[src/sv/xkfs_pkg.sv]
// Package for the single-byte XOR key search block.
// Holds the beat types, the cell control struct, the letter weight table and shared constants.
// No dependencies.
package xkfs_pkg;

  localparam int KEY_COUNT          = 256;
  localparam int KEY_BITS           = 8;
  localparam int WEIGHT_BITS        = 4;
  localparam int OUT_SCORE_BITS     = 16;
  localparam int SCORE_BITS_DEFAULT = 16;

  typedef struct packed {
    logic [7:0] cipher_byte;
    logic       last_byte;
  } xkfs_in_t;

  typedef struct packed {
    logic [7:0]  best_key;
    logic [15:0] best_score;
  } xkfs_out_t;

  typedef struct packed {
    logic       add;
    logic       shift;
    logic [7:0] cipher_byte;
  } xkfs_cell_ctrl_t;

  typedef struct packed {
    logic first;
    logic step;
  } xkfs_max_ctrl_t;

  function automatic logic [WEIGHT_BITS-1:0] letter_weight(input logic [7:0] c);
    logic [WEIGHT_BITS-1:0] w;
    case (c)
      8'd101, 8'd69:          w = 4'd12;
      8'd116, 8'd84:          w = 4'd9;
      8'd97, 8'd65, 8'd111, 8'd79: w = 4'd8;
      8'd105, 8'd73, 8'd110, 8'd78, 8'd32: w = 4'd7;
      8'd115, 8'd83, 8'd104, 8'd72, 8'd114, 8'd82: w = 4'd6;
      8'd100, 8'd68, 8'd108, 8'd76: w = 4'd4;
      8'd117, 8'd85:          w = 4'd3;
      default:                w = 4'd0;
    endcase
    return w;
  endfunction

endpackage

[src/sv/xkfs_max.sv]
// Running maximum over the scores that leave the end of the cell chain.
// Depends on xkfs_pkg for the control struct and key width.
module xkfs_max #(
  parameter int SCORE_BITS = xkfs_pkg::SCORE_BITS_DEFAULT
) (
  input  logic                          clk,
  input  xkfs_pkg::xkfs_max_ctrl_t      ctrl,
  input  logic [xkfs_pkg::KEY_BITS-1:0] key,
  input  logic [SCORE_BITS-1:0]         score,
  output logic [xkfs_pkg::KEY_BITS-1:0] best_key,
  output logic [SCORE_BITS-1:0]         best_score
);

  always_ff @(posedge clk) begin
    if (ctrl.step) begin
      if (ctrl.first || (score > best_score)) begin
        best_key   <= key;
        best_score <= score;
      end
    end
  end

endmodule

[config.mk]
export PLATFORM = sky130hd
export DESIGN_NAME = xkfs_max
export DESIGN_NICKNAME = d
export VERILOG_FILES = /design/src/sv/xkfs_pkg.sv /design/src/sv/xkfs_max.sv
export SDC_FILE = /design/constraint.sdc
export NUM_CORES = 1
export LEC_CHECK = 0
export BUFFER_PORTS_ARGS = -buffer_cell sky130_fd_sc_hd__buf_2
export CAP_MARGIN = 30
export CORE_MARGIN = 2
export CORE_UTILIZATION = 41
export DETAILED_ROUTE_END_ITERATION = 8
export PLACE_DENSITY = 0.74
export SLEW_MARGIN = 30
export SYNTH_ARGS = -nofsm -noshare
export SYNTH_HDL_FRONTEND = slang
export SYNTH_SLANG_ARGS = --single-unit
[constraint.sdc]
create_clock -name clk -period 3.3 [get_ports clk]
set_clock_uncertainty 0.2 [all_clocks]
set_input_delay 0.66 -clock clk [delete_from_list [all_inputs] [get_ports clk]]
set_output_delay 0.66 -clock clk [all_outputs]
set_load 0.02 [all_outputs]
==> results of run 1 <==
## cells by family (layout without fill, tap and decap cells)
group	count (synthesis)	in the layout	share of synthesized area, %
adders and majority gates	16	16	17.8
buffers and inverters	16	71	5.33
AOI/OAI and AO/OA	14	14	7.55
DFF	24	24	63.9
and+or+nand+nor	11	11	5.44
## routing by layer
layer	global-route usage [%]	part of all wire (%)	vias up	wire length [um]
met1	16.8	41	378	867
li1	-	-	410	-
met3	2.76	5.9	4	125
met4	7.14	1.7	0	37
met2	24.6	51	35	1090
met5	0	0	-	0
## synth_stat cells, drive strengths merged
library cell,n
a2111oi,1
a21boi,1
a21o,1
a21oi,6
a31oi,1
edfxtp,24
ha,16
inv,16
nand2,3
nand2b,1
nand3,1
nand4,3
nor2,1
nor2b,1
o211ai,1
o21ai,2
o31ai,1
or4,1
## area by class of cell
class	instances	area, um^2	share of cell area, %
clock buffer	3	22.5	1.54
inverter	16	60.1	4.11
multi-input combinational	41	353	24.2
sequential	24	721	49.4
tap	31	38.8	2.66
timing repair buffer	52	265	18.2
## state kept, by name, summed over array words and instances (netlist names)
register and flops:
best_key 8, best_score 16
## worst paths after layout
kind	start	endpoint	cells after the start
worst min register to register	best_score[15]	best_key[3]	5
worst min-delay path	key[5]	best_key[5]	1
worst max-delay path	score[14]	best_score[15]	7
worst max register to register	best_score[11]	best_score[15]	7
## power by group through the flow
stage                     Clock, mW  Sequential (mW)  Combinational [mW]
final                         0.121            0.368               0.118
after CTS                     0.127            0.368               0.120
after global routing          0.135            0.370               0.131
after global placement            0            0.374               0.115
after detailed placement          0            0.375               0.120
after floorplan                   0            0.400              0.0425
## critical path, cell delays in order
cell and delay, ns:
buf_2 0.11, ha_1 0.32, nand4_1 0.14, or4_1 0.56, a21o_1 0.18, a31oi_2 0.14
buf_4 0.23
## stage by stage
| step | power, mW | instance area, um^2 | util (%) |
|---|---|---|---|
| floorplan | 0.442 | 1130 | - |
| global placement | 0.489 | 1440 | 53.5 |
| detailed placement | 0.495 | 1440 | 53.5 |
| CTS | 0.615 | 1460 | 54.4 |
| global route | 0.636 | 1460 | 54.4 |
| finish | 0.606 | 1460 | 54.4 |
==> run_results.csv, run 1 <==
group,metric,value,unit
finish,layout_commonest_cell,"buf_2",
timing,fmax,395,MHz
finish,final_cell_mix,"buf_2 (50), edfxtp_1 (24), inv_1 (16), ha_1 (16), a21oi_1 (6)",
synthesis,ys_types,18,
grt,globalRouteTotalUtil,14.3,%
finish,final_cells,167,
finish,n_fill_cell,250,
timing,slew_headroom,64.4,%
routing,vias,827,
worst_setup_path,cp.required,3.12,ns
worst_setup_path,startpoint_type,"input pin",
worst_setup_path,rrSetupSlack,0.82,ns
place,pre_cts_slack,0.426,ns
routing,avgRoutedWirePerCell,12.7,um
power_and_ir_drop,peakVddDrop,224,uV
synthesis,avgSynthCellArea,13.9,um^2
timing,hold_slack,0.325,ns
finish,syn2layout_area_growth,29.5,%
clocking,clk_pin_slew,0.12,ns
power_and_ir_drop,pwr-share-comb,19.4,%
power_and_ir_drop,p_sw_share,25.9,%
timing,period_minus_slack,2.53,ns
synthesis,synth_area_leader_cell,"edfxtp_1",
grt,antenna_found_initial,0,
worst_setup_path,path_class,"in -> reg",
timing,grt_setup_unrepaired,"false",
timing,report.final.slew_viol_count,0,
grt,first_global_vias,813,
power_and_ir_drop,power.internal,0.449,mW
clocking,worstSkewPairLatency,0.30,ns
clocking,cts_setup_buffers,0,
die,fp-row-count,19,
clocking,clock_sinks,24,
routing,viasPerCell,4.95,
die,initial_core_util,42.0,%
grt,grt_pass1_wl,3.40,mm
finish,nNetsFinal,181,
die,ioPinCount,51,
synthesis,netlist.area_leader.share,63.9,%
die,chipHeight,56.4,um
synthesis,synthCells,81,
power_and_ir_drop,p_switching,0.157,mW
outcome,status,"finished, final reports clean",
worst_setup_path,crit_path_max_fanout,12,
place,dp_hpwl,1.80,mm
clocking,cts_root_buf,"clkbuf_4",
power_and_ir_drop,clkPwrFrac,19.9,%
clocking,cts-resized-gates,0,
timing,fin_ws,0.767,ns
finish,drive_above_1_share,41.9,%
routing,drt-total-wl,2.12,mm
place,portBuffers,50,
grt,overflow,0,
die,coreArea,2690,um^2
power_and_ir_drop,leakage,0.693,nW
min_path,hold_path.class,"in -> reg",
die,fp.dieArea,3180,um^2
synthesis,synth_area_leaders,"edfxtp_1 (64%), ha_1 (18%), inv_1 (5.3%)",
run,max_cap_viol_count,0,
power_and_ir_drop,power_density,415,nW/um^2
synthesis,synth_warnings,0,
clocking,cts_tree,"built",
power_and_ir_drop,pwr-share-seq,60.7,%
routing,drc,0,
routing,dr.pass1.iters,4,
synthesis,ys_seq_area_share,63.9,%
grt,grt_max_degree,13,
place,finalWeightedCongestion,0.776,
routing,antenna_left,0,
finish,diodes,0,
synthesis,syn_area,1130,um^2
timing,fin_crit_sh,76.8,%
clocking,cts_buffer_depth,2,
routing,drtIter0Drc,30,
clocking,htreeDepth,1,
clocking,cts_made_buffers,3,
timing,setup_viol,0,
clocking,hold_buffers,0,
timing,tightestPinTransition,0.521,ns
worst_setup_path,worstSetupEndpointType,"flop",
die,die_w,56.4,um
synthesis,synth_seq_cells,24,
timing,hold_violations,0,
worst_setup_path,cp.arrival,2.35,ns
place,dpl.cell_count,164,
timing,setup_tns,0,ns
synthesis,synth_nets,124,
No activity file was read; power rests on OpenSTA's default activity.
==> run 2: changes to the inputs <==
--- a/config.mk
+++ b/config.mk
@@ -5,12 +5,13 @@
 export SDC_FILE = /design/constraint.sdc
 export NUM_CORES = 1
 export LEC_CHECK = 0
+export ABC_AREA = 1
 export BUFFER_PORTS_ARGS = -buffer_cell sky130_fd_sc_hd__buf_2
 export CAP_MARGIN = 30
 export CORE_MARGIN = 2
-export CORE_UTILIZATION = 41
+export CORE_UTILIZATION = 46
 export DETAILED_ROUTE_END_ITERATION = 8
-export PLACE_DENSITY = 0.74
+export PLACE_DENSITY = 0.78
 export SLEW_MARGIN = 30
 export SYNTH_ARGS = -nofsm -noshare
 export SYNTH_HDL_FRONTEND = slang
==> constraint.sdc (replaced) <==
create_clock -name clk -period 2.4 [get_ports clk]
set_clock_uncertainty 0.2 [all_clocks]
set_input_delay 0.48 -clock clk [delete_from_list [all_inputs] [get_ports clk]]
set_output_delay 0.48 -clock clk [all_outputs]
set_load 0.02 [all_outputs]
==> run 2 against run 1 <==
Against the previous run: worst setup slack worse by 0.48 ns; synthesized cell count is 21% higher; die area is 6.8% lower; power is 42% higher; combinational power is 50% higher; critical endpoint is now best_key[6]; largest cell class unchanged; largest power group unchanged.
==> run_results.csv, run 2 <==
group,metric,value,unit
synthesis,synth_commonest_cells,"edfxtp_1 (24), inv_1 (22), nand2_1 (17), ha_1 (16), a21oi_1 (6)",
power_and_ir_drop,p_switching,0.237,mW
timing,period_minus_slack,2.11,ns
finish,multi_input_area,377,um^2
clocking,cts_made_buffers,3,
run,max_cap_viol_count,0,
die,initial_core_util,47.8,%
synthesis,synth-simple-area-share,10.0,%
grt,first_global_vias,799,
synthesis,synth_warnings,0,
worst_setup_path,cp.required,2.22,ns
routing,dr.pass1.iters,4,
finish,regMostFlops,"best_score",
timing,grt_setup_unrepaired,"false",
timing,setup_viol,0,
finish,final_util,61.5,%
worst_setup_path,path_class,"reg -> reg",
worst_setup_path,startpoint_type,"flop",
finish,nNetsFinal,198,
die,fp.dieArea,2970,um^2
worst_setup_path,rr_worst_depth,11,
worst_setup_path,cp.arrival,1.93,ns
place,finalWeightedCongestion,0.677,
clocking,hold_buffers,0,
timing,report.final.slew_viol_count,0,
place,dp_hpwl,1.80,mm
routing,viasPerCell,4.60,
timing,slew_headroom,86.1,%
synthesis,synth_ff_type,"edfxtp_1",
finish,diodes,0,
synthesis,synth_top_family_by_area,"adder cells",
timing,fmax,474,MHz
worst_setup_path,slowest_stage,"edfxtp_1",
synthesis,synth_seq_cells,24,
timing,setup_tns,0,ns
clocking,cts_buffer_depth,2,
synthesis,synthAdderAreaFrac,17.1,%
die,fp-row-count,18,
synthesis,ys_types,14,
power_and_ir_drop,pwr-share-comb,20.5,%
grt,antenna_found_initial,0,
grt,grt_max_degree,17,
synthesis,synth_area_leader_cell,"edfxtp_1",
die,ioPinCount,51,
min_path,hold_path.class,"in -> reg",
clocking,worstSkewPairLatency,0.32,ns
synthesis,synth-compound-area-share,4.38,%
synthesis,netlist.area_leader.share,61.5,%
synthesis,synth_nets,141,
synthesis,avgSynthCellArea,12.0,um^2
power_and_ir_drop,power_density,571,nW/um^2
synthesis,ys_seq_area_share,61.5,%
worst_setup_path,rrSetupSlack,0.29,ns
clocking,htreeDepth,1,
finish,largest_reg_flops,16,
finish,drive_above_1_share,38.3,%
clocking,clk_pin_slew,0.13,ns
routing,vias,846,
die,chipHeight,54.5,um
synthesis,synth_mux_area_share,0,%
finish,final_cell_mix,"buf_2 (50), edfxtp_1 (24), inv_1 (22), nand2_1 (17), ha_1 (16)",
clocking,cts_setup_buffers,0,
clocking,clock_sinks,24,
clocking,cts-resized-gates,0,
power_and_ir_drop,p_sw_share,27.5,%
min_path,whs_path_depth,1,
power_and_ir_drop,clkPwrFrac,20.9,%
synthesis,syn_area,1170,um^2
outcome,status,"finished, final reports clean",
worst_setup_path,reg2reg_to,"best_key[6]",
timing,hold_violations,0,
worst_setup_path,critPathMaxStageDelay,0.38,ns
worst_setup_path,worstSetupEndpointType,"flop",
worst_setup_path,worstReg2RegStart,"best_score[7]",
min_path,holdCritStartpoint,"key[0]",
grt,grt_pass1_wl,3.17,mm
grt,overflow,0,
timing,fin_crit_sh,88.0,%
synthesis,synthArstFlopShare,0,%
synthesis,synth_edf_count,24,
clocking,cts_root_buf,"clkbuf_4",
finish,largestRegisters,"best_score: 16 flops, best_key: 8 flops",
finish,layout_commonest_cell,"buf_2",
routing,drc,0,
synthesis,synth_area_leaders,"edfxtp_1 (61%), ha_1 (17%), inv_1 (7.0%)",
place,portBuffers,50,
power_and_ir_drop,power.internal,0.625,mW
power_and_ir_drop,leakage,0.769,nW
synthesis,synth-xor-area-share,0,%
power_and_ir_drop,peakVddDrop,434,uV
die,die_w,54.5,um
min_path,holdPathEnd,"best_key[0]",
routing,antenna_left,0,
timing,tightestPinTransition,0.209,ns
synthesis,synth_most_common_cell,"edfxtp_1",
worst_setup_path,crit_path_max_fanout,16,
die,coreArea,2450,um^2
routing,drtIter0Drc,6,
grt,globalRouteTotalUtil,15.5,%
finish,syn2layout_area_growth,28.7,%
worst_setup_path,cpMostUsedCell,"nand2_1",
worst_setup_path,crit_path_cell_trace,"inv_1 -> ha_1 -> nand2_1 -> nor2_2 -> nand2_1 -> nand2_1 -> nand2_1 -> nand2_1 -> nand2_1 -> a21oi_4 -> buf_4",
power_and_ir_drop,pwr-share-seq,58.6,%
routing,drt-total-wl,2.13,mm
finish,seq_area,721,um^2
synthesis,synthCells,98,
finish,n_fill_cell,216,
clocking,cts_tree,"built",
routing,avgRoutedWirePerCell,11.6,um
-- run 2: cell types whose count changed after synthesis, moves of 2 or more --
cell / before / now
nand2_1: 3 / 17
inv_1: 16 / 22
nor2_1: 1 / 4
nand4_1: 3 / 1
-- run 2: through the flow --
step | instances | cell area (um^2) | total power [mW] | hold slack (ns) | setup slack, ns
2_1_floorplan | 98 | 1180 | 0.623 | 0.379 | 0.111
6_report | 184 | 1510 | 0.862 | 0.131 | 0.289
3_5_place_dp | 180 | 1480 | 0.694 | 0.459 | 0.100
5_1_grt | 184 | 1510 | 0.900 | 0.122 | 0.125
4_1_cts | 184 | 1510 | 0.870 | 0.124 | 0.278
3_3_place_gp | 180 | 1480 | 0.687 | 0.457 | 0.147
-- run 2: worst max-delay path, delay by kind of cell (launching register included) --
kind / cells / cell delay (ns)
compound gates: 1 / 0.13
buf+inv: 2 / 0.30
fa+ha+maj: 1 / 0.30
flops: 1 / 0.38
simple gates: 7 / 0.50
-- run 2: power groups by stage --
stage          Sequential (mW)  Combinational (mW)  Clock, mW
2_1_floorplan            0.550              0.0734          0
3_3_place_gp             0.514               0.173          0
3_5_place_dp             0.516               0.178          0
4_1_cts                  0.506               0.180      0.184
5_1_grt                  0.509               0.201      0.191
6_report                 0.505               0.177      0.180
-- run 2: cells by family after synthesis --
logic type	Yosys count
flops	24
fa+ha+maj	16
compound gates	9
simple gates	27
buf+inv	22
-- run 2: routing by layer --
metal	vias to the layer above	global-route usage, %	wire, um
met5	-	0	0
met4	0	8.75	39
met3	6	2.46	123
met2	29	27.9	1120
met1	371	17.2	847
li1	440	-	-
-- run 2: final cells by class --
type / instances / area share (%)
Clock buffer: 3 / 1.49
Tap cell: 30 / 2.49
Timing Repair Buffer: 52 / 17.6
Sequential cell: 24 / 47.8
Inverter: 22 / 5.47
Multi-Input combinational cell: 52 / 25.0
Clock inverter: 1 / 0.249
-- run 2: worst max-delay path by stage --
stage	endpoint	slack, ns	start	cells after the start
6_report	best_key[6]	0.29	best_score[7]	11
5_1_grt	best_key[2]	0.13	best_score[3]	13
4_1_cts	best_key[2]	0.28	best_score[7]	11
3_5_place_dp	best_score[5]	0.10	score[7]	11
3_3_place_gp	best_key[4]	0.15	score[11]	9
2_1_floorplan	best_key[0]	0.11	best_score[15]	8
==> run 3: changes to the inputs <==
--- a/config.mk
+++ b/config.mk
@@ -9,10 +9,10 @@
 export BUFFER_PORTS_ARGS = -buffer_cell sky130_fd_sc_hd__buf_2
 export CAP_MARGIN = 30
 export CORE_MARGIN = 2
-export CORE_UTILIZATION = 46
+export CORE_UTILIZATION = 50
 export DETAILED_ROUTE_END_ITERATION = 8
-export PLACE_DENSITY = 0.78
-export SLEW_MARGIN = 30
+export PLACE_DENSITY = 0.84
+export SLEW_MARGIN = 20
 export SYNTH_ARGS = -nofsm -noshare
 export SYNTH_HDL_FRONTEND = slang
 export SYNTH_SLANG_ARGS = --single-unit
==> constraint.sdc (replaced) <==
create_clock -name clk -period 2.5 [get_ports clk]
set_clock_uncertainty 0.2 [all_clocks]
set_input_delay 0.5 -clock clk [delete_from_list [all_inputs] [get_ports clk]]
set_output_delay 0.5 -clock clk [all_outputs]
set_load 0.02 [all_outputs]
==> run 3 against run 2 <==
Against the previous run: sequential share of layout area increased by 0.080 points; via count increased by 2.2%; utilization increased by 6.6 points; critical path type unchanged; non-clock buffer count unchanged; register-to-register slack improved by 0.11 ns; highest routed layer unchanged; worst setup slack improved by 0.11 ns; largest cell class unchanged; final cell count decreased by 1.1%; clock-buffer cell count unchanged; die area decreased by 7.4%.
==> run_results.csv, run 3 (synthesis gave the netlist of run 2 again) <==
group,metric,value,unit
outcome,status,"finished, final reports clean",
finish,fin_area,1510,um^2
power_and_ir_drop,pwr-share-seq,58.7,%
clocking,cts_buffer_depth,2,
worst_setup_path,worstSetupEndpointType,"flop",
timing,setup_viol,0,
power_and_ir_drop,p_sw_share,27.4,%
clocking,htreeDepth,1,
routing,viasPerCell,4.75,
min_path,whs_path_depth,1,
worst_setup_path,reg2reg_to,"best_score[3]",
finish,multi_input_area,377,um^2
finish,nNetsFinal,198,
worst_setup_path,worstReg2RegStart,"best_score[15]",
routing,antenna_left,0,
die,initial_core_util,53.0,%
power_and_ir_drop,leakage,0.769,nW
place,pre_cts_slack,0.176,ns
finish,n_fill_cell,179,
finish,largest_reg_flops,16,
grt,first_global_vias,867,
routing,drt-total-wl,2.11,mm
routing,dr.pass1.iters,3,
worst_setup_path,cp.required,2.32,ns
routing,drc,0,
die,coreArea,2210,um^2
worst_setup_path,rrSetupSlack,0.40,ns
grt,overflow,0,
timing,fin_crit_sh,84.1,%
timing,slew_headroom,85.9,%
die,chipHeight,52.4,um
grt,grt_max_degree,17,
die,die_w,52.4,um
worst_setup_path,rr_worst_depth,9,
grt,globalRouteTotalUtil,17.4,%
finish,regMostFlops,"best_score",
clocking,cts_tree,"built",
clocking,cts_setup_buffers,0,
routing,avgRoutedWirePerCell,11.6,um
finish,syn2layout_area_growth,28.5,%
timing,tightestPinTransition,0.211,ns
clocking,hold_buffers,0,
timing,grt_setup_unrepaired,"false",
power_and_ir_drop,p_switching,0.226,mW
routing,vias,865,
power_and_ir_drop,power_density,549,nW/um^2
finish,diodes,0,
finish,seq_area,721,um^2
clocking,cts_made_buffers,3,
timing,setup_tns,0,ns
die,fp-row-count,17,
clocking,clk_pin_slew,0.13,ns
place,finalWeightedCongestion,0.674,
clocking,worstSkewPairLatency,0.31,ns
worst_setup_path,startpoint_type,"flop",
place,place_area,1480,um^2
clocking,clock_sinks,24,
place,portBuffers,50,
min_path,holdPathEnd,"best_key[2]",
timing,fin_ws,0.398,ns
grt,grt_pass1_wl,3.49,mm
finish,drive_above_1_share,38.3,%
clocking,cts-resized-gates,0,
timing,period_minus_slack,2.10,ns
grt,antenna_found_initial,0,
worst_setup_path,crit_path_max_fanout,16,
die,fp.dieArea,2750,um^2
place,dp_hpwl,1.75,mm
power_and_ir_drop,clkPwrFrac,20.5,%
power_and_ir_drop,peakVddDrop,383,uV
power_and_ir_drop,power.internal,0.600,mW
timing,report.final.slew_viol_count,0,
power_and_ir_drop,pwr-share-comb,20.8,%
timing,fmax,476,MHz
run,max_cap_viol_count,0,
finish,layout_commonest_cell,"buf_2",
die,ioPinCount,51,
clocking,cts_root_buf,"clkbuf_4",
min_path,holdCritStartpoint,"key[2]",
finish,largestRegisters,"best_score: 16 flops, best_key: 8 flops",
worst_setup_path,path_class,"reg -> reg",
routing,drtIter0Drc,2,
finish,final_cell_mix,"buf_2 (50), edfxtp_1 (24), inv_1 (22), nand2_1 (17), ha_1 (16)",
min_path,hold_path.class,"in -> reg",
worst_setup_path,cp.arrival,1.92,ns
timing,hold_violations,0,
-- run 3: layer usage --
layer  share of wire [%]  vias to the layer above  GRT usage, %
met5                   0                        -             0
met2                  50                       30          31.5
li1                    -                      439             -
met1                  42                      392          20.8
met4                 1.4                        0          6.41
met3                 6.2                        4          2.57
-- run 3: through the flow --
step	hold slack, ns	util [%]	total power [mW]	instances
final	0.152	68.1	0.827	182
after global placement	0.479	66.9	0.659	178
after global routing	0.138	68.1	0.873	182
after floorplan	0.399	-	0.598	98
after CTS	0.148	68.1	0.833	182
after detailed placement	0.479	66.9	0.668	178
-- run 3: area by class of cell --
type / instances / area share (%)
clock buffers: 3 / 1.50
clock inverters: 1 / 0.249
inverters: 22 / 5.48
multi-input cells: 52 / 25.0
flip-flops and latches: 24 / 47.8
well taps: 28 / 2.33
repair buffers: 52 / 17.6
-- run 3: worst max-delay path by stage --
stage | start | slack, ns | to
6_report | best_score[15] | 0.40 | best_score[3]
5_1_grt | best_score[3] | 0.18 | best_score[5]
4_1_cts | best_score[15] | 0.40 | best_key[7]
3_5_place_dp | score[11] | 0.18 | best_key[7]
3_3_place_gp | score[11] | 0.23 | best_key[7]
2_1_floorplan | best_score[15] | 0.21 | best_key[0]
-- run 3: critical path, stage by stage, from the launching register on --
cell,delay [ns]
edfxtp_1,0.36
inv_1,0.05
ha_1,0.31
nand2_2,0.08
nor3_2,0.20
nand2_1,0.07
nand2_1,0.05
nand2_1,0.08
a21oi_4,0.14
buf_4,0.26
-- run 3: power groups by stage --
stage / clock network, mW / logic [mW] / registers (mW)
2_1_floorplan: 0 / 0.0704 / 0.528
3_3_place_gp: 0 / 0.165 / 0.494
3_5_place_dp: 0 / 0.173 / 0.495
4_1_cts: 0.174 / 0.174 / 0.485
5_1_grt: 0.191 / 0.194 / 0.488
6_report: 0.170 / 0.172 / 0.485
