### src/sv/xkfs_pkg.sv
// Package for the single-byte XOR key search block.
// Holds the beat types, the cell control struct, the letter weight table and shared constants.
// No dependencies.
package xkfs_pkg;

  localparam int KEY_COUNT          = 256;
  localparam int KEY_BITS           = 8;
  localparam int WEIGHT_BITS        = 4;
  localparam int OUT_SCORE_BITS     = 16;
  localparam int SCORE_BITS_DEFAULT = 16;

  typedef struct packed {
    logic [7:0] cipher_byte;
    logic       last_byte;
  } xkfs_in_t;

  typedef struct packed {
    logic [7:0]  best_key;
    logic [15:0] best_score;
  } xkfs_out_t;

  typedef struct packed {
    logic       add;
    logic       shift;
    logic [7:0] cipher_byte;
  } xkfs_cell_ctrl_t;

  typedef struct packed {
    logic first;
    logic step;
  } xkfs_max_ctrl_t;

  function automatic logic [WEIGHT_BITS-1:0] letter_weight(input logic [7:0] c);
    logic [WEIGHT_BITS-1:0] w;
    case (c)
      8'd101, 8'd69:          w = 4'd12;
      8'd116, 8'd84:          w = 4'd9;
      8'd97, 8'd65, 8'd111, 8'd79: w = 4'd8;
      8'd105, 8'd73, 8'd110, 8'd78, 8'd32: w = 4'd7;
      8'd115, 8'd83, 8'd104, 8'd72, 8'd114, 8'd82: w = 4'd6;
      8'd100, 8'd68, 8'd108, 8'd76: w = 4'd4;
      8'd117, 8'd85:          w = 4'd3;
      default:                w = 4'd0;
    endcase
    return w;
  endfunction

endpackage

### src/sv/xkfs_cell.sv
// One key cell: holds the saturating score of a single XOR key.
// Depends on xkfs_pkg for the control struct and the letter weight table.
module xkfs_cell #(
  parameter int SCORE_BITS = xkfs_pkg::SCORE_BITS_DEFAULT,
  parameter logic [xkfs_pkg::KEY_BITS-1:0] KEY = '0
) (
  input  logic                          clk,
  input  logic                          rst,
  input  xkfs_pkg::xkfs_cell_ctrl_t     ctrl,
  input  logic [SCORE_BITS-1:0]         shift_in,
  output logic [SCORE_BITS-1:0]         score
);

  logic [SCORE_BITS:0] sum;

  assign sum = {1'b0, score}
             + (SCORE_BITS+1)'(xkfs_pkg::letter_weight(ctrl.cipher_byte ^ KEY));

  always_ff @(posedge clk) begin
    if (rst) begin
      score <= '0;
    end else if (ctrl.shift) begin
      score <= shift_in;
    end else if (ctrl.add) begin
      score <= sum[SCORE_BITS] ? {SCORE_BITS{1'b1}} : sum[SCORE_BITS-1:0];
    end
  end

endmodule

### config.mk
export PLATFORM = sky130hd
export DESIGN_NAME = xkfs_cell
export DESIGN_NICKNAME = d
export VERILOG_FILES = /design/src/sv/xkfs_pkg.sv /design/src/sv/xkfs_cell.sv
export SDC_FILE = /design/constraint.sdc
export NUM_CORES = 1
export LEC_CHECK = 0
export CAP_MARGIN = 20
export CORE_UTILIZATION = 60
export CTS_BUF_LIST = sky130_fd_sc_hd__clkbuf_4
export CTS_CLUSTER_SIZE = 30
export DETAILED_ROUTE_END_ITERATION = 8
export DONT_BUFFER_PORTS = 1
export GPL_TIMING_DRIVEN = 0
export PLACE_DENSITY = 0.81
export RECOVER_POWER = 25
export SYNTH_ARGS = -nofsm -noshare
export SYNTH_HDL_FRONTEND = slang
export SYNTH_SLANG_ARGS = --single-unit
export TNS_END_PERCENT = 50
### constraint.sdc
create_clock -name clk -period 6.9 [get_ports clk]
set_input_delay 1.725 -clock clk [delete_from_list [all_inputs] [get_ports clk]]
set_output_delay 1.725 -clock clk [all_outputs]
set_load 0.1 [all_outputs]
==> impl_results.md, run 1 <==
* Setup WS pre-CTS at 2.54 ns
* Clock transition at path regs at 0.10 ns
* Final Total Pwr at between 0.2 and 0.25 mW
* Max Buffers Root-to-Sink at 2
* Sw power at 0.103 mW
* Post-synth ARST share at 0%
* Max frequency at ~250 MHz
* ANT cells at 0
* Share of cells above drive strength 1 at 12.7%
* P per Cell Area at 175 nW/um^2
* Critical path arrival at about 4.2 ns
* Sequential Power Share at a little under two thirds
* Final net count at 199
* First-pass GRT wire length at about 5.3 mm
* Commonest non-fill, non-tap cell in the layout: dfxtp_1
* Critical path startpoint: ctrl[6]
* Initial antenna violation count at 0
* Mapped cell area at about 1300 um^2
* HP Start: score[12]
* Actual slew at the worst max-slew pin at 1.17 ns
* CP required at between 7 and 8 ns
* Clock power frac at between 20 and 25%
* RSZ-0062 raised after global routing: false
* Top reg by flops: score
* Combinational cell fraction of total power at about 14%
* Netlist cell types at 47
* Ys flop type: dfxtp_1
* Placer Congestion at roughly 0.85
* Max reg flops at 16
* Ranking of synthesized cells by area: dfxtp_1 (25%), a2111oi_2 (5.8%), nor2b_1 (4.8%)
* Cell leakage power at 0.517 nW
* Status: completed
* Hold Fails Final Rpt at 0
* Port Buffer Count at 0
* Worst Setup End Kind: register
* Skew-Pair Late Insertion Delay at 0.29 ns
* Clock Sinks at 16
* Initial Util at around two thirds
* Synthesized instance count at 161
* Setup CP Type: in2reg
* Synth warnings at 0
* Final setup viols at 0
* Gr ovfl total at 0
* Crit path time final at roughly 4 ns
* Die area at ~2400 um^2
* Placed Instances at approximately 190
* Fin Clk Skew at 0.00408 ns
* # hold bufs at CTS at 0
* Post_cts resized at 0
* EDFF count, synth at 0
* Most frequent cells in the layout: dfxtp_1 (16), nor2_1 (12), nand2_1 (12)
* Total Neg Setup Slack at 0 ns
* Final HPWL DP at 2.41 mm
* Largest area contributor in the netlist: dfxtp_1
* Clock Tree Root: clkbuf_4
* Slew headroom at roughly 22%
* Vias per cell at around 6.7
* Die Width at a little under 50 um
* Worst Setup Slack, final at between 2 and 3 ns
* CTS tree: built
* Max Cap Viol at 0
* Ports at 44
* Fill cells at 184
* H-tree levels at 1
* Largest regs: score (16)
* Mean routed wirelength per cell at around 17 um
* Core box area at roughly 2000 um^2
* Die Y at ~50 um
* HP Class: reg2reg
* VDD IR-drop max at between 0.0001 and 0.00015 V
* Yosys top cell area share at about 25%
* GRT Overall Usage at between 20 and 30%
* Avg Cell Area, Syn at between 8 and 9 um^2
* Seq/Total Area, Yosys at about 25%
* Worst Setup Start Kind: input port
* DRC viols at 0
* FF-to-FF Start: score[0]
* # Post-CTS Setup Buffers at 0
* DR pass1 iterations at 4
* Vias in the first global route at between 1,000 and 1,500
* Largest net degree at the start of global routing at 11
* Seq cells post-synth at 16
* Inserted Clock Buffers at 3
* Antenna Nets Post-Route at 0
* Net Count, Synth at roughly 190
* WL final at ~3.2 mm
* Final Non-Filler Cells at 192
* Sw frac at 43.2%
* Pins over their slew limit at 0
* P&R area growth vs syn at 4.60%
* Crit-path max FO at 9
* Internal power at 0.136 mW
* Tcrit/Tclk final at 58.8%
* Via count at 1,287
* # rows at 16
* Final hold slack at around 1.0 ns
* Iteration-0 DRC Markers at 34
## power groups by stage
stage               clock [mW]  combinational [mW]  sequential [mW]
global placement             0              0.0322            0.154
detailed placement           0              0.0339            0.155
CTS                     0.0521              0.0342            0.153
floorplan                    0              0.0285            0.152
global route            0.0573              0.0379            0.154
finish                  0.0520              0.0341            0.153
## cell type report
class                      instances  area (um^2)  share of cell area (%)
inverter                           6         22.5                    1.65
sequential                        16          320                    23.5
buffer                             7         38.8                    2.84
clock buffer                       3         22.5                    1.65
multi-input combinational        132          923                    67.6
tap                               27         33.8                    2.47
clock inverter                     1         3.75                   0.275
## metal layers
layer  track usage, %  up-vias  part of all wire, %
met5                0        -                    0
met4             8.82        0                 0.38
met3             6.92        2                  7.6
met2             47.7       57                   50
met1             35.7      602                   42
li1                 -      626                    -
## synth_stat cells (all sizes together), types with 6 or more instances
cell type / count
dfxtp: 16
nor2: 13
nand2: 12
a21oi: 10
nor2b: 10
a2111oi: 8
nor3: 8
o21ai: 8
nand3: 7
nand4: 7
and3: 6
inv: 6
nor4b: 6
## stage by stage
stage | utilization, % | cell area, um^2
2_1_floorplan | - | 1310
3_3_place_gp | 66.9 | 1340
3_5_place_dp | 66.9 | 1340
4_1_cts | 68.2 | 1370
5_1_grt | 68.2 | 1370
6_report | 68.2 | 1370
## logic make-up (layout without fill, tap and decap cells)
logic type / after synthesis / in the layout / synth area share, %
and+or+nand+nor: 80 / 80 / 37.2
AOI/OAI and AO/OA: 44 / 44 / 26.2
DFF: 16 / 16 / 24.5
buffers and inverters: 13 / 17 / 4.70
adders and majority gates: 5 / 5 / 5.37
xor gates and xnor gates: 3 / 3 / 2.01
## worst max-delay path, cell delays in order
cell and delay, ns:
and3_1 0.15, o21ai_0 0.17, a21oi_1 0.10, nand2b_1 0.15, ha_1 0.22, fa_1 0.44, a211oi_2 0.37, nor2_1 0.12
and3_1 0.19, buf_6 0.13, nor4b_1 0.37, a2111oi_2 0.08
## final timing paths
path / slack, ns / endpoint / cells after the start
max reg2reg: 3.95 / score[0] / 8
min: 1.02 / score[12] / 2
max: 2.84 / score[0] / 12
min reg2reg: 1.02 / score[12] / 2
Power figures use the tool's default switching activity.
==> inputs of run 2 (changes only) <==
Settings changed: ABC_AREA set to 1.
Clock period 6.9 ns to 4.1 ns, I/O delays scaled along.
==> impl_results.md, run 2 <==
* Port Buffer Count at 0 (unchanged)
* Skew-Pair Late Insertion Delay at 0.29 ns (about the same)
* Footprint of the multi-input gates at 986 um^2 (was 923 um^2)
* End point of the worst hold path: score[4] (was score[12])
* Vias per cell at 5.36 (was 6.70)
* EDFF count, synth at 0 (unchanged)
* Ranking of synthesized cells by area: dfxtp_1 (22%), nand2_1 (18%), nor2_1 (10%) (was dfxtp_1 (25%), a2111oi_2 (5.8%), nor2b_1 (4.8%))
* Actual slew at the worst max-slew pin at 1.20 ns (was 1.17 ns)
* Seq cells post-synth at 16 (unchanged)
* Final HPWL DP at 2.44 mm (was 2.41 mm)
* Final net count at 277 (was 199)
* ANT cells at 0 (unchanged)
* Netlist cell types at 33 (was 47)
* Fin Clk Skew at 0.00721 ns (was 0.00408 ns)
* First-pass GRT wire length at 5.24 mm (was 5.30 mm)
* Final Non-Filler Cells at 271 (was 192)
* WL final at 3.18 mm (was 3.17 mm)
* HP Class: reg2reg (unchanged)
* Top reg by flops: score (unchanged)
* # rows at 17 (was 16)
* Setup CP Type: in2reg (unchanged)
* Die area at 2580 um^2 (was 2370 um^2)
* Sw power at 0.198 mW (was 0.103 mW)
* Avg Cell Area, Syn at 6.00 um^2 (was 8.11 um^2)
* Hold Fails Final Rpt at 0 (unchanged)
* Antenna Nets Post-Route at 0 (unchanged)
* Initial Util at 64.0% (was 65.2%)
* Most frequent cells in the layout: nand2_1 (69), nor2_1 (38), nand3_1 (25) (was dfxtp_1 (16), nor2_1 (12), nand2_1 (12))
* Die Y at 50.8 um (was 48.6 um)
* Max Cap Viol at 0 (unchanged)
* VDD IR-drop max at 0.000208 V (was 0.000119 V)
* Sequential Power Share at 61.5% (was 63.9%)
* Status: completed (unchanged)
* Placer Congestion at 0.871 (was 0.854)
* Ys flop type: dfxtp_1 (unchanged)
* P per Cell Area at 288 nW/um^2 (was 175 nW/um^2)
* H-tree levels at 1 (unchanged)
* Top cells by count, synth: nand2_1 (69), nor2_1 (38), nand3_1 (25) (was dfxtp_1 (16), nand2_1 (12), nor2_1 (12))
* Worst Setup End Kind: register (unchanged)
* Sw frac at 46.1% (was 43.2%)
* Total Neg Setup Slack at 0 ns (unchanged)
* Max Buffers Root-to-Sink at 2 (unchanged)
* Largest net degree at the start of global routing at 11 (unchanged)
* Internal reg-to-reg setup slack at 1.56 ns (was 3.95 ns)
* Ports at 44 (unchanged)
* DRC viols at 0 (unchanged)
* RSZ-0062 raised after global routing: false (unchanged)
* Iteration-0 DRC Markers at 35 (was 34)
* Placed Instances at 266 (was 188)
* Via count at 1,453 (was 1,287)
* Pins over their slew limit at 0 (unchanged)
* Commonest non-fill, non-tap cell in the layout: nand2_1 (was dfxtp_1)
* Combinational cell fraction of total power at 18.4% (was 14.3%)
* Sequential standard cell area at 320 um^2 (unchanged)
* Clock transition at path regs at 0.10 ns (about the same)
* Reg2reg path depth at 10 (was 8)
* Vias in the first global route at 1,220 (was 1,215)
* Crit path time final at ~2.8 ns
* Gr ovfl total at 0 (unchanged)
* Die Width at 50.8 um (was 48.6 um)
* Hold Path Cell Cnt at 5 (was 2)
* Initial antenna violation count at 0 (unchanged)
* Slew headroom at 19.9% (was 22.0%)
* Mapped cell area at 1430 um^2 (was 1310 um^2)
* P&R area growth vs syn at 4.55% (was 4.60%)
* Tcrit/Tclk final at between 60 and 70%
* Max reg flops at 16 (unchanged)
* Internal power at 0.232 mW (was 0.136 mW)
* Synthesized instance count at 238 (was 161)
* Clock Sinks at 16 (unchanged)
* Clock power frac at 20.1% (was 21.8%)
* # Post-CTS Setup Buffers at 0 (unchanged)
* Post_cts resized at 0 (unchanged)
* R2r endpoint: score[9] (was score[0])
* Yosys top cell area share at 22.4% (was 24.5%)
* Inserted Clock Buffers at 3 (unchanged)
* Post-synth ARST share at 0% (unchanged)
* HP Start: score[4] (was score[12])
* Clock Tree Root: clkbuf_4 (unchanged)
* Final Total Pwr at 0.431 mW (was 0.239 mW)
* Largest regs: score (16) (unchanged)
* # hold bufs at CTS at 0 (unchanged)
* FF-to-FF Start: score[0] (unchanged)
* Synth warnings at 0 (unchanged)
* Worst Setup Start Kind: input port (unchanged)
* Share of cells above drive strength 1 at 9.47% (was 12.7%)
* GRT Overall Usage at 26.7% (was 28.4%)
* Most numerous cell in the Yosys netlist: nand2_1 (was dfxtp_1)
* Net Count, Synth at 271 (was 194)
* Cell leakage power at 0.720 nW (was 0.517 nW)
* Seq/Total Area, Yosys at 22.4% (was 24.5%)
* CP required at 4.25 ns (was 7.05 ns)
* Largest area contributor in the netlist: dfxtp_1 (unchanged)
* CTS tree: built (unchanged)
* Critical path arrival at 2.98 ns (was 4.21 ns)
* DR pass1 iterations at 4 (unchanged)
* Mean routed wirelength per cell at 11.7 um (was 16.5 um)
* Fill cells at 227 (was 184)
* Crit-path max FO at 9 (unchanged)
* Final setup viols at 0 (unchanged)
* Core box area at 2230 um^2 (was 2000 um^2)
* Max frequency at approximately 350 MHz
==> run 2: cell count changes in the layout (fill, tap and decap cells not counted), moves of 4 or more <==
cell       before  now
nand2_1        12   69
nor2_1         12   38
nand3_1         7   25
inv_1           6   22
nor2b_1        10    0
a2111oi_2       5    0
nor3_1          8    3
and3_1          4    0
nor4b_1         4    0
==> run 2: area by class of cell <==
type | count | area share, %
clock buffers | 3 | 1.51
repair buffers | 1 | 0.251
flip-flops and latches | 16 | 21.4
plain buffers | 4 | 1.68
well taps | 28 | 2.35
multi-input cells | 192 | 66.0
clock inverters | 1 | 0.251
inverters | 26 | 6.53
==> run 2: power by group through the flow <==
stage | Sequential, mW | Combinational [mW] | Clock (mW)
floorplan | 0.269 | 0.0602 | 0
global placement | 0.274 | 0.0709 | 0
detailed placement | 0.275 | 0.0713 | 0
CTS | 0.271 | 0.0721 | 0.0887
global route | 0.268 | 0.0902 | 0.0960
finish | 0.265 | 0.0793 | 0.0865
==> run 2: metal layers <==
metal | track usage, % | wire, um | vias up
met5 | 0 | 0 | -
met4 | 2.78 | 10 | 0
met3 | 7.88 | 268 | 2
met2 | 41.1 | 1370 | 54
met1 | 37.7 | 1530 | 612
li1 | - | - | 785
==> run 2: worst max path at each step <==
stage	from	cells after the start	slack [ns]	endpoint
global route	ctrl[6]	16	1.03	score[11]
finish	ctrl[6]	16	1.27	score[9]
CTS	ctrl[6]	16	1.28	score[9]
detailed placement	ctrl[6]	16	0.97	score[13]
floorplan	ctrl[6]	16	1.24	score[4]
global placement	ctrl[6]	14	0.97	score[13]
==> run 2: kinds of logic (layout without fill, tap and decap cells) <==
logic type	count (synthesis)	in the layout	share of synthesized area (%)
and+or+nand+nor	153	153	48.7
buffers and inverters	30	35	8.58
adders and majority gates	5	5	4.90
xor gates and xnor gates	5	5	3.07
DFF	16	16	22.4
AOI/OAI and AO/OA	29	29	12.3
==> run 2: critical path, stage by stage <==
cell     delay [ns]
inv_1          0.07
nor2_1         0.04
nand2_1        0.07
inv_1          0.05
nand4_1        0.08
nand4_1        0.11
ha_1           0.23
fa_1           0.41
nand2_1        0.09
nand2_1        0.10
nand3_4        0.11
nor2_8         0.06
a21oi_2        0.28
nand3_1        0.11
nand2_1        0.08
a21oi_1        0.06
==> run 2: stage by stage <==
stage	cell area [um^2]	hold WS [ns]	util, %	worst slack, ns
detailed placement	1460	0.947	65.5	0.967
CTS	1490	0.869	66.7	1.28
global route	1490	0.878	66.9	1.03
floorplan	1430	0.918	-	1.24
finish	1490	0.839	66.9	1.27
global placement	1460	0.935	65.5	0.969
==> inputs of run 3 (changes only) <==
Settings changed: CORE_UTILIZATION 60 to 59, PLACE_DENSITY 0.81 to 0.83.
Clock period 4.1 ns to 2.49 ns, I/O delays scaled along.
==> impl_results.md, run 3 (synthesis gave the netlist of run 2 again) <==
* Max frequency at approximately 420 MHz
* Final net count at 279 (was 277)
* Hold Path Cell Cnt at 3 (was 5)
* Max Buffers Root-to-Sink at 2 (unchanged)
* Clock Sinks at 16 (unchanged)
* HP Start: rst (was score[4])
* Most frequent cells in the layout: nand2_1 (68), nor2_1 (37), nand3_1 (25) (was nand2_1 (69), nor2_1 (38), nand3_1 (25))
* Total Neg Setup Slack at 0 ns (unchanged)
* Largest regs: score (16) (unchanged)
* Clock power frac at 20.7% (was 20.1%)
* Final HPWL DP at 2.44 mm (about the same)
* Max Cap Viol at 0 (unchanged)
* Actual slew at the worst max-slew pin at 1.14 ns (was 1.20 ns)
* Design Area, Final at 1560 um^2 (was 1490 um^2)
* Setup CP Type: reg2reg (was in2reg)
* Initial antenna violation count at 0 (unchanged)
* GRT Overall Usage at 27.3% (was 26.7%)
* Slew headroom at 23.7% (was 19.9%)
* Gr ovfl total at 0 (unchanged)
* Sw power at 0.338 mW (was 0.198 mW)
* Final Total Pwr at 0.726 mW (was 0.431 mW)
* R2r endpoint: score[8] (was score[9])
* VDD IR-drop max at 0.000379 V (was 0.000208 V)
* Hold Fails Final Rpt at 0 (unchanged)
* Vias in the first global route at 1,225 (was 1,220)
* Internal reg-to-reg setup slack at 0.10 ns (was 1.56 ns)
* Combinational cell fraction of total power at 19.1% (was 18.4%)
* Mean routed wirelength per cell at 12.6 um (was 11.7 um)
* Die Y at 51.2 um (was 50.8 um)
* DRC viols at 0 (unchanged)
* Cell leakage power at 0.737 nW (was 0.720 nW)
* Share of cells above drive strength 1 at 13.5% (was 9.47%)
* Placed inst area at 1460 um^2 (unchanged)
* Sequential Power Share at 60.3% (was 61.5%)
* Die area at 2620 um^2 (was 2580 um^2)
* Skew-Pair Late Insertion Delay at 0.30 ns (was 0.29 ns)
* Status: completed (unchanged)
* Worst Setup Start Kind: register (was input port)
* Crit path time final at between 2 and 2.5 ns
* Placer Congestion at 0.834 (was 0.871)
* Internal power at 0.388 mW (was 0.232 mW)
* Via count at 1,485 (was 1,453)
* P&R area growth vs syn at 9.11% (was 4.55%)
* # hold bufs at CTS at 0 (unchanged)
* Die Width at 51.2 um (was 50.8 um)
* Reg2reg path depth at 8 (was 10)
* FF-to-FF Start: score[3] (was score[0])
* P per Cell Area at 466 nW/um^2 (was 288 nW/um^2)
* Core box area at 2250 um^2 (was 2230 um^2)
* Tcrit/Tclk final at a little over nine tenths
* Final setup viols at 0 (unchanged)
* Fin Clk Skew at 0.00420 ns (was 0.00721 ns)
* # rows at 17 (unchanged)
* Initial Util at 63.4% (was 64.0%)
* DR pass1 iterations at 4 (unchanged)
* Iteration-0 DRC Markers at 40 (was 35)
* Vias per cell at 5.44 (was 5.36)
* Port Buffer Count at 0 (unchanged)
* ANT cells at 0 (unchanged)
* H-tree levels at 1 (unchanged)
* Clock Tree Root: clkbuf_4 (unchanged)
* Ports at 44 (unchanged)
* Crit-path max FO at 3 (was 9)
* WL final at 3.45 mm (was 3.18 mm)
* Top reg by flops: score (unchanged)
* Antenna Nets Post-Route at 0 (unchanged)
* Max reg flops at 16 (unchanged)
* HP Class: in2reg (was reg2reg)
* First-pass GRT wire length at 5.44 mm (was 5.24 mm)
* End point of the worst hold path: score[4] (unchanged)
* Sw frac at 46.5% (was 46.1%)
* Pins over their slew limit at 0 (unchanged)
* CTS tree: built (unchanged)
* Critical path arrival at 2.56 ns (was 2.98 ns)
* Clock transition at path regs at 0.10 ns (about the same)
* Placed Instances at 266 (unchanged)
* Commonest non-fill, non-tap cell in the layout: nand2_1 (unchanged)
* Inserted Clock Buffers at 3 (unchanged)
* Final Non-Filler Cells at 273 (was 271)
* Worst Setup End Kind: register (unchanged)
* RSZ-0062 raised after global routing: false (unchanged)
* Largest net degree at the start of global routing at 11 (unchanged)
* CP required at 2.67 ns (was 4.25 ns)
run 3: changes by cell type in the layout (fill, tap and decap cells not counted), sizes merged:
cell | previous run | this run
buf | 3 | 4
clkbuf | 5 | 4
dlymetal6s2s | 0 | 1
nor2 | 42 | 43
run 3: critical path, stage by stage (launching register included):
cell	delay, ns
dfxtp_1	1.00
ha_1	0.41
inv_1	0.07
nand2_1	0.10
and2_1	0.20
nand2_1	0.10
o21ai_0	0.10
o21ai_0	0.21
a21oi_1	0.08
run 3: timing repair:
action,4_1_cts,5_1_grt
buffers inserted,0,1
gates cloned,0,1
pin swaps,0,3
endpoints found under the setup margin,7,16
resized for setup,1,10
run 3: per-stage QoR:
stage,worst slack [ns],hold slack (ns),utilization (%)
detailed placement,-0.265,0.775,64.9
global route,0.00996,0.473,69.1
finish,0.103,0.462,69.1
floorplan,0.0336,0.770,-
CTS,0.0339,0.453,66.1
global placement,-0.225,0.776,64.9
run 3: layout make-up:
type	count	area, um^2
well taps	28	35.0
multi-input cells	193	1030
inverters	26	97.6
fillers	203	696
clock buffers	3	22.5
repair buffers	2	20.0
flip-flops and latches	16	323
plain buffers	4	25.0
clock inverters	1	3.75
run 3: power groups by stage:
| stage | Combinational, mW | Clock (mW) | Sequential, mW |
|---|---|---|---|
| 4_1_cts | 0.119 | 0.152 | 0.446 |
| 6_report | 0.139 | 0.150 | 0.438 |
| 3_3_place_gp | 0.116 | 0 | 0.451 |
| 5_1_grt | 0.156 | 0.162 | 0.442 |
| 3_5_place_dp | 0.119 | 0 | 0.452 |
| 2_1_floorplan | 0.0991 | 0 | 0.444 |
run 3: worst max path at each step:
stage | startpoint | endpoint | slack [ns] | depth (start not counted)
6_report | score[3] | score[8] | 0.10 | 8
5_1_grt | ctrl[6] | score[8] | 0.01 | 15
4_1_cts | score[2] | score[13] | 0.03 | 9
3_5_place_dp | ctrl[6] | score[13] | -0.26 | 14
3_3_place_gp | ctrl[6] | score[13] | -0.23 | 14
2_1_floorplan | ctrl[6] | score[4] | 0.03 | 16
run 3: layer usage:
| metal | routed length, um | global-route usage, % | vias to the layer above | share of wire (%) |
|---|---|---|---|---|
| li1 | - | - | 792 | - |
| met1 | 1670 | 40.0 | 635 | 49 |
| met2 | 1520 | 41.0 | 54 | 44 |
| met3 | 222 | 4.76 | 4 | 6.4 |
| met4 | 25 | 6.76 | 0 | 0.73 |
| met5 | 0 | 0 | - | 0 |
